$ cat src/design/lkv_pkg.sv
// Package: sizes, codes and shared types of the linear key/value table.
`default_nettype none
package lkv_pkg;

	// Table size and stored value width
	localparam int CAPACITY   = 32;
	localparam int VALUE_BITS = 32;

	// Port widths fixed by the interface
	localparam int OP_W     = 2;
	localparam int KEY_W    = 64;
	localparam int VAL_IN_W = 32;
	localparam int STATUS_W = 2;
	localparam int ENTRIES_W = 6;

	// Derived widths
	localparam int STORE_W = (VALUE_BITS < VAL_IN_W) ? VALUE_BITS : VAL_IN_W;
	localparam int IDX_W   = $clog2(CAPACITY);
	localparam int CNT_W   = $clog2(CAPACITY + 1);

	// Operation codes
	localparam logic [OP_W-1:0] OP_ADD    = 2'd0;
	localparam logic [OP_W-1:0] OP_GET    = 2'd1;
	localparam logic [OP_W-1:0] OP_REMOVE = 2'd2;
	localparam logic [OP_W-1:0] OP_NOP    = 2'd3;

	// Status codes
	localparam logic [STATUS_W-1:0] ST_OK        = 2'd0;
	localparam logic [STATUS_W-1:0] ST_DUPLICATE = 2'd1;
	localparam logic [STATUS_W-1:0] ST_FULL      = 2'd2;
	localparam logic [STATUS_W-1:0] ST_NOT_FOUND = 2'd3;

	// Search token handed from cell to cell
	typedef struct packed {
		logic [KEY_W-1:0]   key;
		logic               hit;
		logic [IDX_W-1:0]   slot;
		logic [STORE_W-1:0] hit_val;
		logic [KEY_W-1:0]   last_key;
		logic [STORE_W-1:0] last_val;
	} pkt_t;

	// Write broadcast to the cells
	typedef struct packed {
		logic               en;
		logic [IDX_W-1:0]   slot;
		logic [KEY_W-1:0]   key;
		logic [STORE_W-1:0] val;
	} wr_t;

endpackage
`default_nettype wire

$ cat src/design/lkv_cell.sv
// One table slot: holds a key/value pair and passes the search token on.
`default_nettype none
module lkv_cell (
	input  wire logic                      clk,
	input  wire logic                      arst_n,
	input  wire logic [lkv_pkg::IDX_W-1:0] cell_idx,
	input  wire logic [lkv_pkg::CNT_W-1:0] count,
	input  wire lkv_pkg::wr_t              wr,
	input  wire logic                      in_vld,
	input  wire lkv_pkg::pkt_t             in_pkt,
	output logic                           out_vld,
	output lkv_pkg::pkt_t                  out_pkt
);

	logic [lkv_pkg::KEY_W-1:0]   key_q;
	logic [lkv_pkg::STORE_W-1:0] val_q;
	logic                        vld_q;
	lkv_pkg::pkt_t               pkt_q;
	lkv_pkg::pkt_t               pkt_nxt;
	logic                        active;
	logic                        is_last;

	// Slot is occupied when below the fill count
	assign active  = lkv_pkg::CNT_W'(cell_idx) < count;
	assign is_last = (lkv_pkg::CNT_W'(cell_idx) + lkv_pkg::CNT_W'(1)) == count;

	// Update the token: first match wins, last occupied slot is captured
	always_comb begin
		pkt_nxt = in_pkt;
		if (active && !in_pkt.hit && key_q == in_pkt.key) begin
			pkt_nxt.hit     = 1'b1;
			pkt_nxt.slot    = cell_idx;
			pkt_nxt.hit_val = val_q;
		end
		if (is_last) begin
			pkt_nxt.last_key = key_q;
			pkt_nxt.last_val = val_q;
		end
	end

	// Token valid
	always_ff @(posedge clk or negedge arst_n) begin
		if (!arst_n) begin
			vld_q <= 1'b0;
		end else begin
			vld_q <= in_vld;
		end
	end

	// Token payload
	always_ff @(posedge clk) begin
		pkt_q <= pkt_nxt;
	end

	// Stored pair, written by broadcast
	always_ff @(posedge clk) begin
		if (wr.en && wr.slot == cell_idx) begin
			key_q <= wr.key;
			val_q <= wr.val;
		end
	end

	assign out_vld = vld_q;
	assign out_pkt = pkt_q;

endmodule
`default_nettype wire

$ cat config.mk
export PLATFORM = sky130hd
export DESIGN_NAME = lkv_cell
export DESIGN_NICKNAME = d
export VERILOG_FILES = /design/src/design/lkv_pkg.sv /design/src/design/lkv_cell.sv
export SDC_FILE = /design/constraint.sdc
export NUM_CORES = 1
export LEC_CHECK = 0
export ABC_AREA = 0
export BUFFER_PORTS_ARGS = -buffer_cell sky130_fd_sc_hd__buf_2
export CELL_PAD_IN_SITES_DETAIL_PLACEMENT = 1
export CELL_PAD_IN_SITES_GLOBAL_PLACEMENT = 1
export CORE_AREA = 2 2 197 199
export CTS_CLUSTER_DIAMETER = 200
export DETAILED_ROUTE_END_ITERATION = 10
export DIE_AREA = 0 0 199 201
export PLACE_DENSITY = 0.7
export SYNTH_ARGS = -nofsm -noshare
export SYNTH_HDL_FRONTEND = slang
export SYNTH_SLANG_ARGS = --single-unit
export TNS_END_PERCENT = 20
$ cat constraint.sdc
create_clock -name clk -period 2.33 [get_ports clk]
set_input_delay 0.466 -clock clk [delete_from_list [all_inputs] [get_ports clk]]
set_output_delay 0.466 -clock clk [all_outputs]
set_load 0.01 [all_outputs]
==> flow_summary.html, run 1 <==
<table>
<tr><th>Metric</th><th>Value</th></tr>
<tr><th colspan="2">Status</th></tr>
<tr><td>Result of the run</td><td>finished, violations left</td></tr>
<tr><td>Violations in the final reports</td><td>setup timing</td></tr>
<tr><th colspan="2">Power and ir drop</th></tr>
<tr><td>Proportion of power drawn by combinational gates</td><td>8.6%</td></tr>
<tr><td>Total power draw</td><td>11,800 uW</td></tr>
<tr><td>Share of power burned in the clock network</td><td>43.7%</td></tr>
<tr><td>Switching portion of total power</td><td>22.1%</td></tr>
<tr><td>IR Drop Worst-Case VDD</td><td>0.635 mV</td></tr>
<tr><td>Power share of the sequential group</td><td>47.7%</td></tr>
<tr><td>Leak</td><td>0.00645 uW</td></tr>
<tr><td>Total power per unit cell area</td><td>815 mW/mm^2</td></tr>
<tr><td>Total internal power</td><td>9180 uW</td></tr>
<tr><td>Sw Pwr</td><td>2600 uW</td></tr>
<tr><th colspan="2">Clock network</th></tr>
<tr><td>Buffers from clock root to sink, at most</td><td>3</td></tr>
<tr><td>Number of clock sinks</td><td>295</td></tr>
<tr><td>CTS Buf Count</td><td>31</td></tr>
<tr><td>Worst-skew pair later-pin latency</td><td>570 ps</td></tr>
<tr><td>Clock-pin slew reported for the worst setup and hold paths after clock tree synthesis</td><td>60 ps</td></tr>
<tr><td>Library cell used as clock root buffer</td><td>clkbuf_16</td></tr>
<tr><td>TritonCTS clock tree</td><td>built</td></tr>
<tr><td>Total number of H-tree levels</td><td>1</td></tr>
<tr><th colspan="2">Setup path</th></tr>
<tr><td>Buffers &amp; Inverters on Critical Path</td><td>3</td></tr>
<tr><td>CP startpoint kind</td><td>flop</td></tr>
<tr><td>Critical Path Source</td><td>key_q[38]</td></tr>
<tr><td>Crit path largest cell delay</td><td>410 ps</td></tr>
<tr><td>Sequence of cells on the critical path</td><td>xor2_1, nor4_1, buf_4, nand4_1, nor4_2, buf_4, o311ai_4, buf_12, mux2_1</td></tr>
<tr><td>Cell depth of the worst flop-to-flop path</td><td>9</td></tr>
<tr><td>Launch instance of the worst register-to-register path</td><td>key_q[38]</td></tr>
<tr><td>Crit path arrival time</td><td>2870 ps</td></tr>
<tr><td>Kind of capture point of the worst setup path</td><td>flop</td></tr>
<tr><td>Number of stages on the worst setup path</td><td>9</td></tr>
<tr><td>Maximum fanout encountered on the critical timing path</td><td>38</td></tr>
<tr><td>Critical path required time</td><td>2770 ps</td></tr>
<tr><td>Worst Setup Path Type</td><td>flop to flop</td></tr>
<tr><td>Worst path most repeated cell</td><td>buf_4</td></tr>
<tr><td>Max stage delay cell, worst path</td><td>edfxtp_1</td></tr>
<tr><td>Dominant delay contributor by cell family on the critical path</td><td>simple AND/OR/NAND/NOR gates</td></tr>
<tr><th colspan="2">Synth</th></tr>
<tr><td>Commonest cells in the netlist</td><td>198 x dfxtp_1, 96 x edfxtp_1, 88 x mux2_2, 57 x xor2_1, 45 x mux2_1</td></tr>
<tr><td>Post-Syn Area</td><td>0.00952 sq mm</td></tr>
<tr><td>Post-synthesis xor/xnor area fraction</td><td>5.98%</td></tr>
<tr><td>Multiplexer share of the synthesized area</td><td>15.7%</td></tr>
<tr><td>Combinational family with the most area after synthesis</td><td>multiplexers</td></tr>
<tr><td>Area fraction in and, or, nand and nor cells after synthesis</td><td>2.34%</td></tr>
<tr><td>Net count after synthesis</td><td>902</td></tr>
<tr><td>Post-synthesis compound-gate area fraction</td><td>1.13%</td></tr>
<tr><td>Number of distinct library cell variants in the gate-level netlist after synthesis</td><td>36</td></tr>
<tr><td>Number of synthesized flops with an enable pin</td><td>96</td></tr>
<tr><td>Cells after Synth</td><td>582</td></tr>
<tr><td>Asr flop ratio synth</td><td>0.339%</td></tr>
<tr><td>Adder-cell share of the synthesized area</td><td>0.789%</td></tr>
<tr><td>Share of Yosys cell area claimed by the top area cell type</td><td>41.6%</td></tr>
<tr><td>Avg Cell Area, Syn</td><td>16.4 sq um</td></tr>
<tr><td>Flop and latch count out of synthesis</td><td>295</td></tr>
<tr><td>Top-count cell post-synth</td><td>dfxtp_1</td></tr>
<tr><td>Most area-hungry cell type in the Yosys netlist</td><td>dfxtp_1</td></tr>
<tr><td>Sequential share of the synthesized area</td><td>72.2%</td></tr>
<tr><td>Synth top area cells</td><td>dfxtp_1 42%, edfxtp_1 30%, mux2_2 10%, mux2_1 5.3%, xor2_1 5.2%</td></tr>
<tr><td>Primary flip-flop cell chosen by synthesis mapping</td><td>dfxtp_1</td></tr>
<tr><td>Warnings, synthesis</td><td>0</td></tr>
<tr><th colspan="2">STA</th></tr>
<tr><td>Clock tree skew after final layout</td><td>13.2 ps</td></tr>
<tr><td>Count of final setup violators</td><td>37</td></tr>
<tr><td>Rel. slew slack</td><td>74.4%</td></tr>
<tr><td>Hold_ws</td><td>31.5 ps</td></tr>
<tr><td>Actual transition at the worst max-transition pin</td><td>384 ps</td></tr>
<tr><td>Setup Total Neg Slack</td><td>-2190 ps</td></tr>
<tr><td>Unrepaired setup endpoints after global routing</td><td>true</td></tr>
<tr><td>Highest achievable clock rate</td><td>412 MHz</td></tr>
<tr><td>Final hold violations</td><td>0</td></tr>
<tr><td>Max-slew violation total from the final report</td><td>0</td></tr>
<tr><td>Least setup slack across all paths after layout</td><td>-94.6 ps</td></tr>
<tr><td>Final Cycle Share</td><td>104%</td></tr>
<tr><td>Post-layout min period</td><td>2420 ps</td></tr>
<tr><th colspan="2">Finish</th></tr>
<tr><td>Layout overhead on the synthesized area</td><td>51.9%</td></tr>
<tr><td>Final-stage net count</td><td>1,503</td></tr>
<tr><td>Fraction of layout cells with a size suffix above 1</td><td>58.4%</td></tr>
<tr><td>Fillcell total</td><td>4,217</td></tr>
<tr><th colspan="2">Die</th></tr>
<tr><td>Floorplan Core Area</td><td>0.0381 sq mm</td></tr>
<tr><td>Initial Utilization</td><td>25.0%</td></tr>
<tr><td>Chip width</td><td>199 um</td></tr>
<tr><td>FP Rows</td><td>72</td></tr>
<tr><td>Chip Height</td><td>201 um</td></tr>
<tr><td>Die Footprint</td><td>0.0400 sq mm</td></tr>
<tr><td>Top-level port count</td><td>513</td></tr>
<tr><th colspan="2">Place</th></tr>
<tr><td>I/O Buffers</td><td>512</td></tr>
<tr><td>Global placement routability congestion</td><td>0.817</td></tr>
<tr><td>Dpl hpwl</td><td>26.9 mm</td></tr>
<tr><th colspan="2">Detailed routing</th></tr>
<tr><td>Total vias in the final route</td><td>7,043</td></tr>
<tr><td>Post-Route WL</td><td>34.1 mm</td></tr>
<tr><td>Pre-Repair DR Iteration Count</td><td>4</td></tr>
<tr><td>Drt drc</td><td>0</td></tr>
<tr><td>Vias per inst</td><td>4.07</td></tr>
<tr><td>First-iteration detailed-routing DRC count</td><td>109</td></tr>
<tr><td>Post-route ant nets</td><td>0</td></tr>
<tr><td>Wire length per cell after detailed routing</td><td>19.7 um</td></tr>
<tr><th colspan="2">Min path</th></tr>
<tr><td>Min-Delay Startpoint</td><td>in_pkt[190]</td></tr>
<tr><td>Hold WC Path Type</td><td>input pin to flop</td></tr>
<tr><td>Depth of the worst hold-timing path</td><td>1</td></tr>
<tr><th colspan="2">Global routing</th></tr>
<tr><td>Initial antenna violation count</td><td>7</td></tr>
<tr><td>Number of global-route vias before repair</td><td>7,899</td></tr>
<tr><td>Remaining global-route overflow</td><td>0</td></tr>
<tr><td>Global router's overall resource usage</td><td>16.4%</td></tr>
<tr><td>Wire length of the first global-routing pass</td><td>48.5 mm</td></tr>
<tr><td>Pin count of the biggest net entering global routing</td><td>45</td></tr>
<tr><th colspan="2">Flow run</th></tr>
<tr><td>Maximum Capacitance Violations</td><td>0</td></tr>
</table>
-- sequential cells by signal (all words and copies together) (netlist names) --
name,flops
out_pkt,198
val_q,32
key_q,64
out_vld,1
-- path summary, 6_finish.rpt --
path / endpoint / slack (ps)
max in group asynchronous: out_vld / 2030
min in group asynchronous: out_vld / 220
worst max-delay path: out_pkt[125] / -90
worst max register to register: out_pkt[125] / -90
worst min register to register: out_pkt[85] / 480
worst min-delay path: out_pkt[190] / 30
-- worst reg2reg max path, stage by stage (launching register included) --
cell and delay, ps:
edfxtp_1 410, xor2_1 190, nor4_1 290, buf_4 150, nand4_1 140, nor4_2 300
buf_4 170, o311ai_4 100, buf_12 210, mux2_1 350
-- power groups by stage --
stage / registers [uW] / clock network [uW] / logic [uW]
floorplan: 5830 / 0 / 228
global placement: 5720 / 0 / 971
detailed placement: 5730 / 0 / 991
CTS: 5620 / 5310 / 1030
global route: 5640 / 5500 / 1100
finish: 5620 / 5150 / 1010
-- final cells by class --
cell class | count | area, sq um | share of cell area (%)
clock inverters | 12 | 138 | 0.952
multi-input cells | 255 | 2550 | 17.6
inverters | 18 | 67.6 | 0.467
repair buffers | 582 | 3240 | 22.4
clock buffers | 45 | 932 | 6.45
well taps | 518 | 648 | 4.48
flip-flops and latches | 295 | 6870 | 47.5
diodes | 5 | 12.5 | 0.0865
-- cell usage in the layout, fill, tap and decap left out, types with 2 or more instances in the layout --
master         instances
buf_2                512
dfxtp_1              198
edfxtp_1              96
mux2_2                87
xor2_1                57
mux2_1                44
buf_4                 41
clkbuf_16             34
dlygate4sd3_1         21
inv_1                 18
nor4_1                 9
xnor2_1                8
buf_12                 8
clkbuf_1               7
ha_1                   6
diode_2                5
nand2b_1               5
clkinv_2               5
nor4_2                 4
nand4_1                4
o22ai_1                4
clkbuf_8               4
bufinv_16              3
clkinv_1               3
or3_1                  2
a22oi_1                2
nand2_1                2
mux2_4                 2
nand3_1                2
-- metal layers --
metal / global-route usage [%] / vias to the layer above / share of wire [%]
li1: - / 3278 / -
met2: 31.2 / 340 / 53
met1: 16.7 / 3362 / 36
met4: 4.58 / 4 / 2.6
met5: 0 / - / 0.062
met3: 5.81 / 59 / 9.2
-- through the flow --
stage	instance area, sq um	instances	worst slack, ps	utilization (%)
after floorplan	9530	582	2.22	-
after global placement	13100	1646	-537	34.4
after detailed placement	13100	1646	-544	34.4
after CTS	14400	1725	-217	37.9
after global routing	14500	1728	-309	37.9
final	14500	1730	-94.6	37.9
-- cells by family after synthesis --
family,Yosys count
buf+inv,32
compound gates,15
mux,133
fa+ha+maj,6
flops,295
simple gates,36
xor+xnor,65
-- what timing repair did --
item,CTS,global route
hold buffers,21,0
pin swaps,3,1
gates resized for setup,6,2
endpoints found under the setup margin,38,38
endpoints found under the hold margin,21,0
buffers inserted,1,0
cloned,0,0
(Power assumes the default switching activity.)
==> inputs of run 2 (changes only) <==
--- a/config.mk
+++ b/config.mk
@@ -10,6 +10,7 @@
 export CELL_PAD_IN_SITES_DETAIL_PLACEMENT = 1
 export CELL_PAD_IN_SITES_GLOBAL_PLACEMENT = 1
 export CORE_AREA = 2 2 197 199
+export CTS_BUF_LIST = sky130_fd_sc_hd__clkbuf_16
 export CTS_CLUSTER_DIAMETER = 200
 export DETAILED_ROUTE_END_ITERATION = 10
 export DIE_AREA = 0 0 199 201
==> run 2 against run 1 <==
  * The run still ends with setup timing left
  * Clock skew down 3.2 ps
  * Largest power group unchanged
  * Global-route usage is 0.075 points lower
  * Core utilization shrank 0.24 points
  * Combinational power is essentially flat
==> flow_summary.html, run 2 (synthesized netlist as in run 1, its figures left out) <==
<table>
<tr><th>Metric</th><th>Value</th></tr>
<tr><th colspan="2">Status</th></tr>
<tr><td>Result of the run</td><td>finished, violations left (unchanged)</td></tr>
<tr><td>Violations in the final reports</td><td>setup timing (unchanged)</td></tr>
<tr><th colspan="2">STA</th></tr>
<tr><td>Final Cycle Share</td><td>106% (was 104%)</td></tr>
<tr><td>Actual transition at the worst max-transition pin</td><td>370 ps (was 384 ps)</td></tr>
<tr><td>Highest achievable clock rate</td><td>406 MHz (was 412 MHz)</td></tr>
<tr><td>Rel. slew slack</td><td>75.1% (was 74.4%)</td></tr>
<tr><td>Unrepaired setup endpoints after global routing</td><td>true (unchanged)</td></tr>
<tr><td>Final hold violations</td><td>0 (unchanged)</td></tr>
<tr><td>Least setup slack across all paths after layout</td><td>-131 ps (was -94.6 ps)</td></tr>
<tr><td>Post-layout min period</td><td>2460 ps (was 2420 ps)</td></tr>
<tr><td>Setup Total Neg Slack</td><td>-3530 ps (was -2190 ps)</td></tr>
<tr><td>Hold_ws</td><td>32.2 ps (was 31.5 ps)</td></tr>
<tr><td>Clock tree skew after final layout</td><td>10.0 ps (was 13.2 ps)</td></tr>
<tr><td>Max-slew violation total from the final report</td><td>0 (unchanged)</td></tr>
<tr><td>Count of final setup violators</td><td>37 (unchanged)</td></tr>
<tr><th colspan="2">Clock network</th></tr>
<tr><td>Library cell used as clock root buffer</td><td>clkbuf_16 (unchanged)</td></tr>
<tr><td>CTS Buf Count</td><td>31 (unchanged)</td></tr>
<tr><td>Worst-skew pair later-pin latency</td><td>560 ps (was 570 ps)</td></tr>
<tr><td>Number of clock sinks</td><td>295 (unchanged)</td></tr>
<tr><td>Total number of H-tree levels</td><td>1 (unchanged)</td></tr>
<tr><td>TritonCTS clock tree</td><td>built (unchanged)</td></tr>
<tr><td>Clock-pin slew reported for the worst setup and hold paths after clock tree synthesis</td><td>60 ps (about the same)</td></tr>
<tr><td>Buffers from clock root to sink, at most</td><td>3 (unchanged)</td></tr>
<tr><th colspan="2">Setup path</th></tr>
<tr><td>Crit path largest cell delay</td><td>440 ps (was 410 ps)</td></tr>
<tr><td>Dominant delay contributor by cell family on the critical path</td><td>simple AND/OR/NAND/NOR gates (unchanged)</td></tr>
<tr><td>Crit path arrival time</td><td>2910 ps (was 2870 ps)</td></tr>
<tr><td>CP startpoint kind</td><td>flop (unchanged)</td></tr>
<tr><td>Critical Path Source</td><td>key_q[45] (was key_q[38])</td></tr>
<tr><td>Critical path required time</td><td>2770 ps (about the same)</td></tr>
<tr><td>Kind of capture point of the worst setup path</td><td>flop (unchanged)</td></tr>
<tr><td>Reg-to-reg setup timing slack</td><td>-130 ps (was -90 ps)</td></tr>
<tr><td>Worst Setup Path Type</td><td>flop to flop (unchanged)</td></tr>
<tr><td>Max stage delay cell, worst path</td><td>edfxtp_1 (unchanged)</td></tr>
<tr><td>Worst path most repeated cell</td><td>buf_4 (unchanged)</td></tr>
<tr><td>Buffers &amp; Inverters on Critical Path</td><td>3 (unchanged)</td></tr>
<tr><td>Maximum fanout encountered on the critical timing path</td><td>38 (unchanged)</td></tr>
<tr><td>Sequence of cells on the critical path</td><td>xor2_1, nor4_1, buf_4, nand4_1, nor4_2, buf_4, o311ai_4, buf_12, mux2_1 (unchanged)</td></tr>
<tr><td>Launch instance of the worst register-to-register path</td><td>key_q[45] (was key_q[38])</td></tr>
<tr><th colspan="2">Power and ir drop</th></tr>
<tr><td>Leak</td><td>0.00644 uW (was 0.00645 uW)</td></tr>
<tr><td>IR Drop Worst-Case VDD</td><td>0.635 mV (about the same)</td></tr>
<tr><td>Total power per unit cell area</td><td>808 mW/mm^2 (was 815 mW/mm^2)</td></tr>
<tr><td>Total power draw</td><td>11,600 uW (was 11,800 uW)</td></tr>
<tr><th colspan="2">Detailed routing</th></tr>
<tr><td>Post-Route WL</td><td>33.9 mm (was 34.1 mm)</td></tr>
<tr><td>Wire length per cell after detailed routing</td><td>19.7 um (about the same)</td></tr>
<tr><td>Post-route ant nets</td><td>0 (unchanged)</td></tr>
<tr><td>Vias per inst</td><td>4.06 (was 4.07)</td></tr>
<tr><td>First-iteration detailed-routing DRC count</td><td>120 (was 109)</td></tr>
<tr><td>Total vias in the final route</td><td>7,006 (was 7,043)</td></tr>
<tr><td>Pre-Repair DR Iteration Count</td><td>4 (unchanged)</td></tr>
<tr><td>Drt drc</td><td>0 (unchanged)</td></tr>
<tr><th colspan="2">Die</th></tr>
<tr><td>Chip width</td><td>199 um (unchanged)</td></tr>
<tr><td>Die Footprint</td><td>0.0400 sq mm (unchanged)</td></tr>
<tr><td>Top-level port count</td><td>513 (unchanged)</td></tr>
<tr><td>Chip Height</td><td>201 um (unchanged)</td></tr>
<tr><td>Floorplan Core Area</td><td>0.0381 sq mm (unchanged)</td></tr>
<tr><td>Initial Utilization</td><td>25.0% (unchanged)</td></tr>
<tr><td>FP Rows</td><td>72 (unchanged)</td></tr>
<tr><th colspan="2">Finish</th></tr>
<tr><td>Final standard cell utilization of the core</td><td>37.7% (was 37.9%)</td></tr>
<tr><td>Max FFs per register</td><td>198 (unchanged)</td></tr>
<tr><td>Highest-count cells in the layout ignoring fill and taps</td><td>512 x buf_2, 198 x dfxtp_1, 96 x edfxtp_1 (unchanged)</td></tr>
<tr><td>Layout overhead on the synthesized area</td><td>50.9% (was 51.9%)</td></tr>
<tr><td>Most common cell after layout, fill and taps aside</td><td>buf_2 (unchanged)</td></tr>
<tr><td>Fraction of layout cells with a size suffix above 1</td><td>58.4% (about the same)</td></tr>
<tr><td>Final-stage net count</td><td>1,498 (was 1,503)</td></tr>
<tr><th colspan="2">Min path</th></tr>
<tr><td>Min-Delay Startpoint</td><td>in_pkt[168] (was in_pkt[190])</td></tr>
<tr><td>Hold WC Path Type</td><td>input pin to flop (unchanged)</td></tr>
<tr><th colspan="2">Global routing</th></tr>
<tr><td>Wire length of the first global-routing pass</td><td>48.3 mm (was 48.5 mm)</td></tr>
<tr><td>Pin count of the biggest net entering global routing</td><td>45 (unchanged)</td></tr>
<tr><td>Remaining global-route overflow</td><td>0 (unchanged)</td></tr>
<tr><td>Initial antenna violation count</td><td>7 (unchanged)</td></tr>
<tr><td>Number of global-route vias before repair</td><td>7,847 (was 7,899)</td></tr>
<tr><td>Global router's overall resource usage</td><td>16.4% (about the same)</td></tr>
<tr><th colspan="2">Place</th></tr>
<tr><td>I/O Buffers</td><td>512 (unchanged)</td></tr>
<tr><td>Dpl hpwl</td><td>26.9 mm (unchanged)</td></tr>
<tr><td>Global placement routability congestion</td><td>0.817 (unchanged)</td></tr>
<tr><th colspan="2">Flow run</th></tr>
<tr><td>Maximum Capacitance Violations</td><td>0 (unchanged)</td></tr>
</table>
==> run 2: area by class of cell <==
type | instances | area (sq um)
antenna | 5 | 12.5
clock buffer | 34 | 851
clock inverter | 23 | 179
fill | 4218 | 23700
inverter | 18 | 67.6
multi-input combinational | 255 | 2550
sequential | 295 | 6870
tap | 518 | 648
timing repair buffer | 577 | 3190
==> run 2: what timing repair did <==
action,4_1_cts,5_1_grt
hold endpoints to repair,16,0
setup buffers,1,0
gates resized for setup,6,2
hold buffers,16,0
pin swaps,4,0
endpoints found under the setup margin,38,38
==> run 2: routing by layer <==
metal  share of wire [%]  vias up  wire length [um]  GRT usage [%]
li1                    -     3275                 -              -
met1                  36     3344             12200           16.8
met2                  53      333             17900           31.1
met3                 8.9       50              3030           5.68
met4                 2.2        4               746           4.29
met5               0.062        -                21              0
==> run 2: worst register-to-register path, cell delays in order, from the launching register on <==
cell and delay [ps]:
edfxtp_1 440, xor2_1 170, nor4_1 280, buf_4 150, nand4_1 140, nor4_2 330, buf_4 170, o311ai_4 100
buf_12 210, mux2_1 350
==> run 2: stage by stage <==
step,cell area [sq um],std cells,setup slack (ps)
2_1_floorplan,9530,582,2.22
3_3_place_gp,13100,1646,-537
3_5_place_dp,13100,1646,-544
4_1_cts,14300,1720,-214
5_1_grt,14400,1723,-301
6_report,14400,1725,-131
==> run 2: final timing paths <==
kind / endpoint / cells after the start
setup / recovery: out_pkt[125] / 9
setup reg to reg: out_pkt[125] / 9
hold / removal: out_pkt[168] / 1
min in group asynchronous: out_vld / 2
max in group asynchronous: out_vld / 2
hold reg to reg: out_pkt[85] / 1
==> run 2: power by group <==
part	total, uW	internal, uW	leakage (uW)	switching (uW)
Clock	4980	2940	0.000535	2050
Sequential	5620	5540	0.00255	73.7
Combinational	1010	530	0.00335	478
Total	11600	9010	0.00644	2600
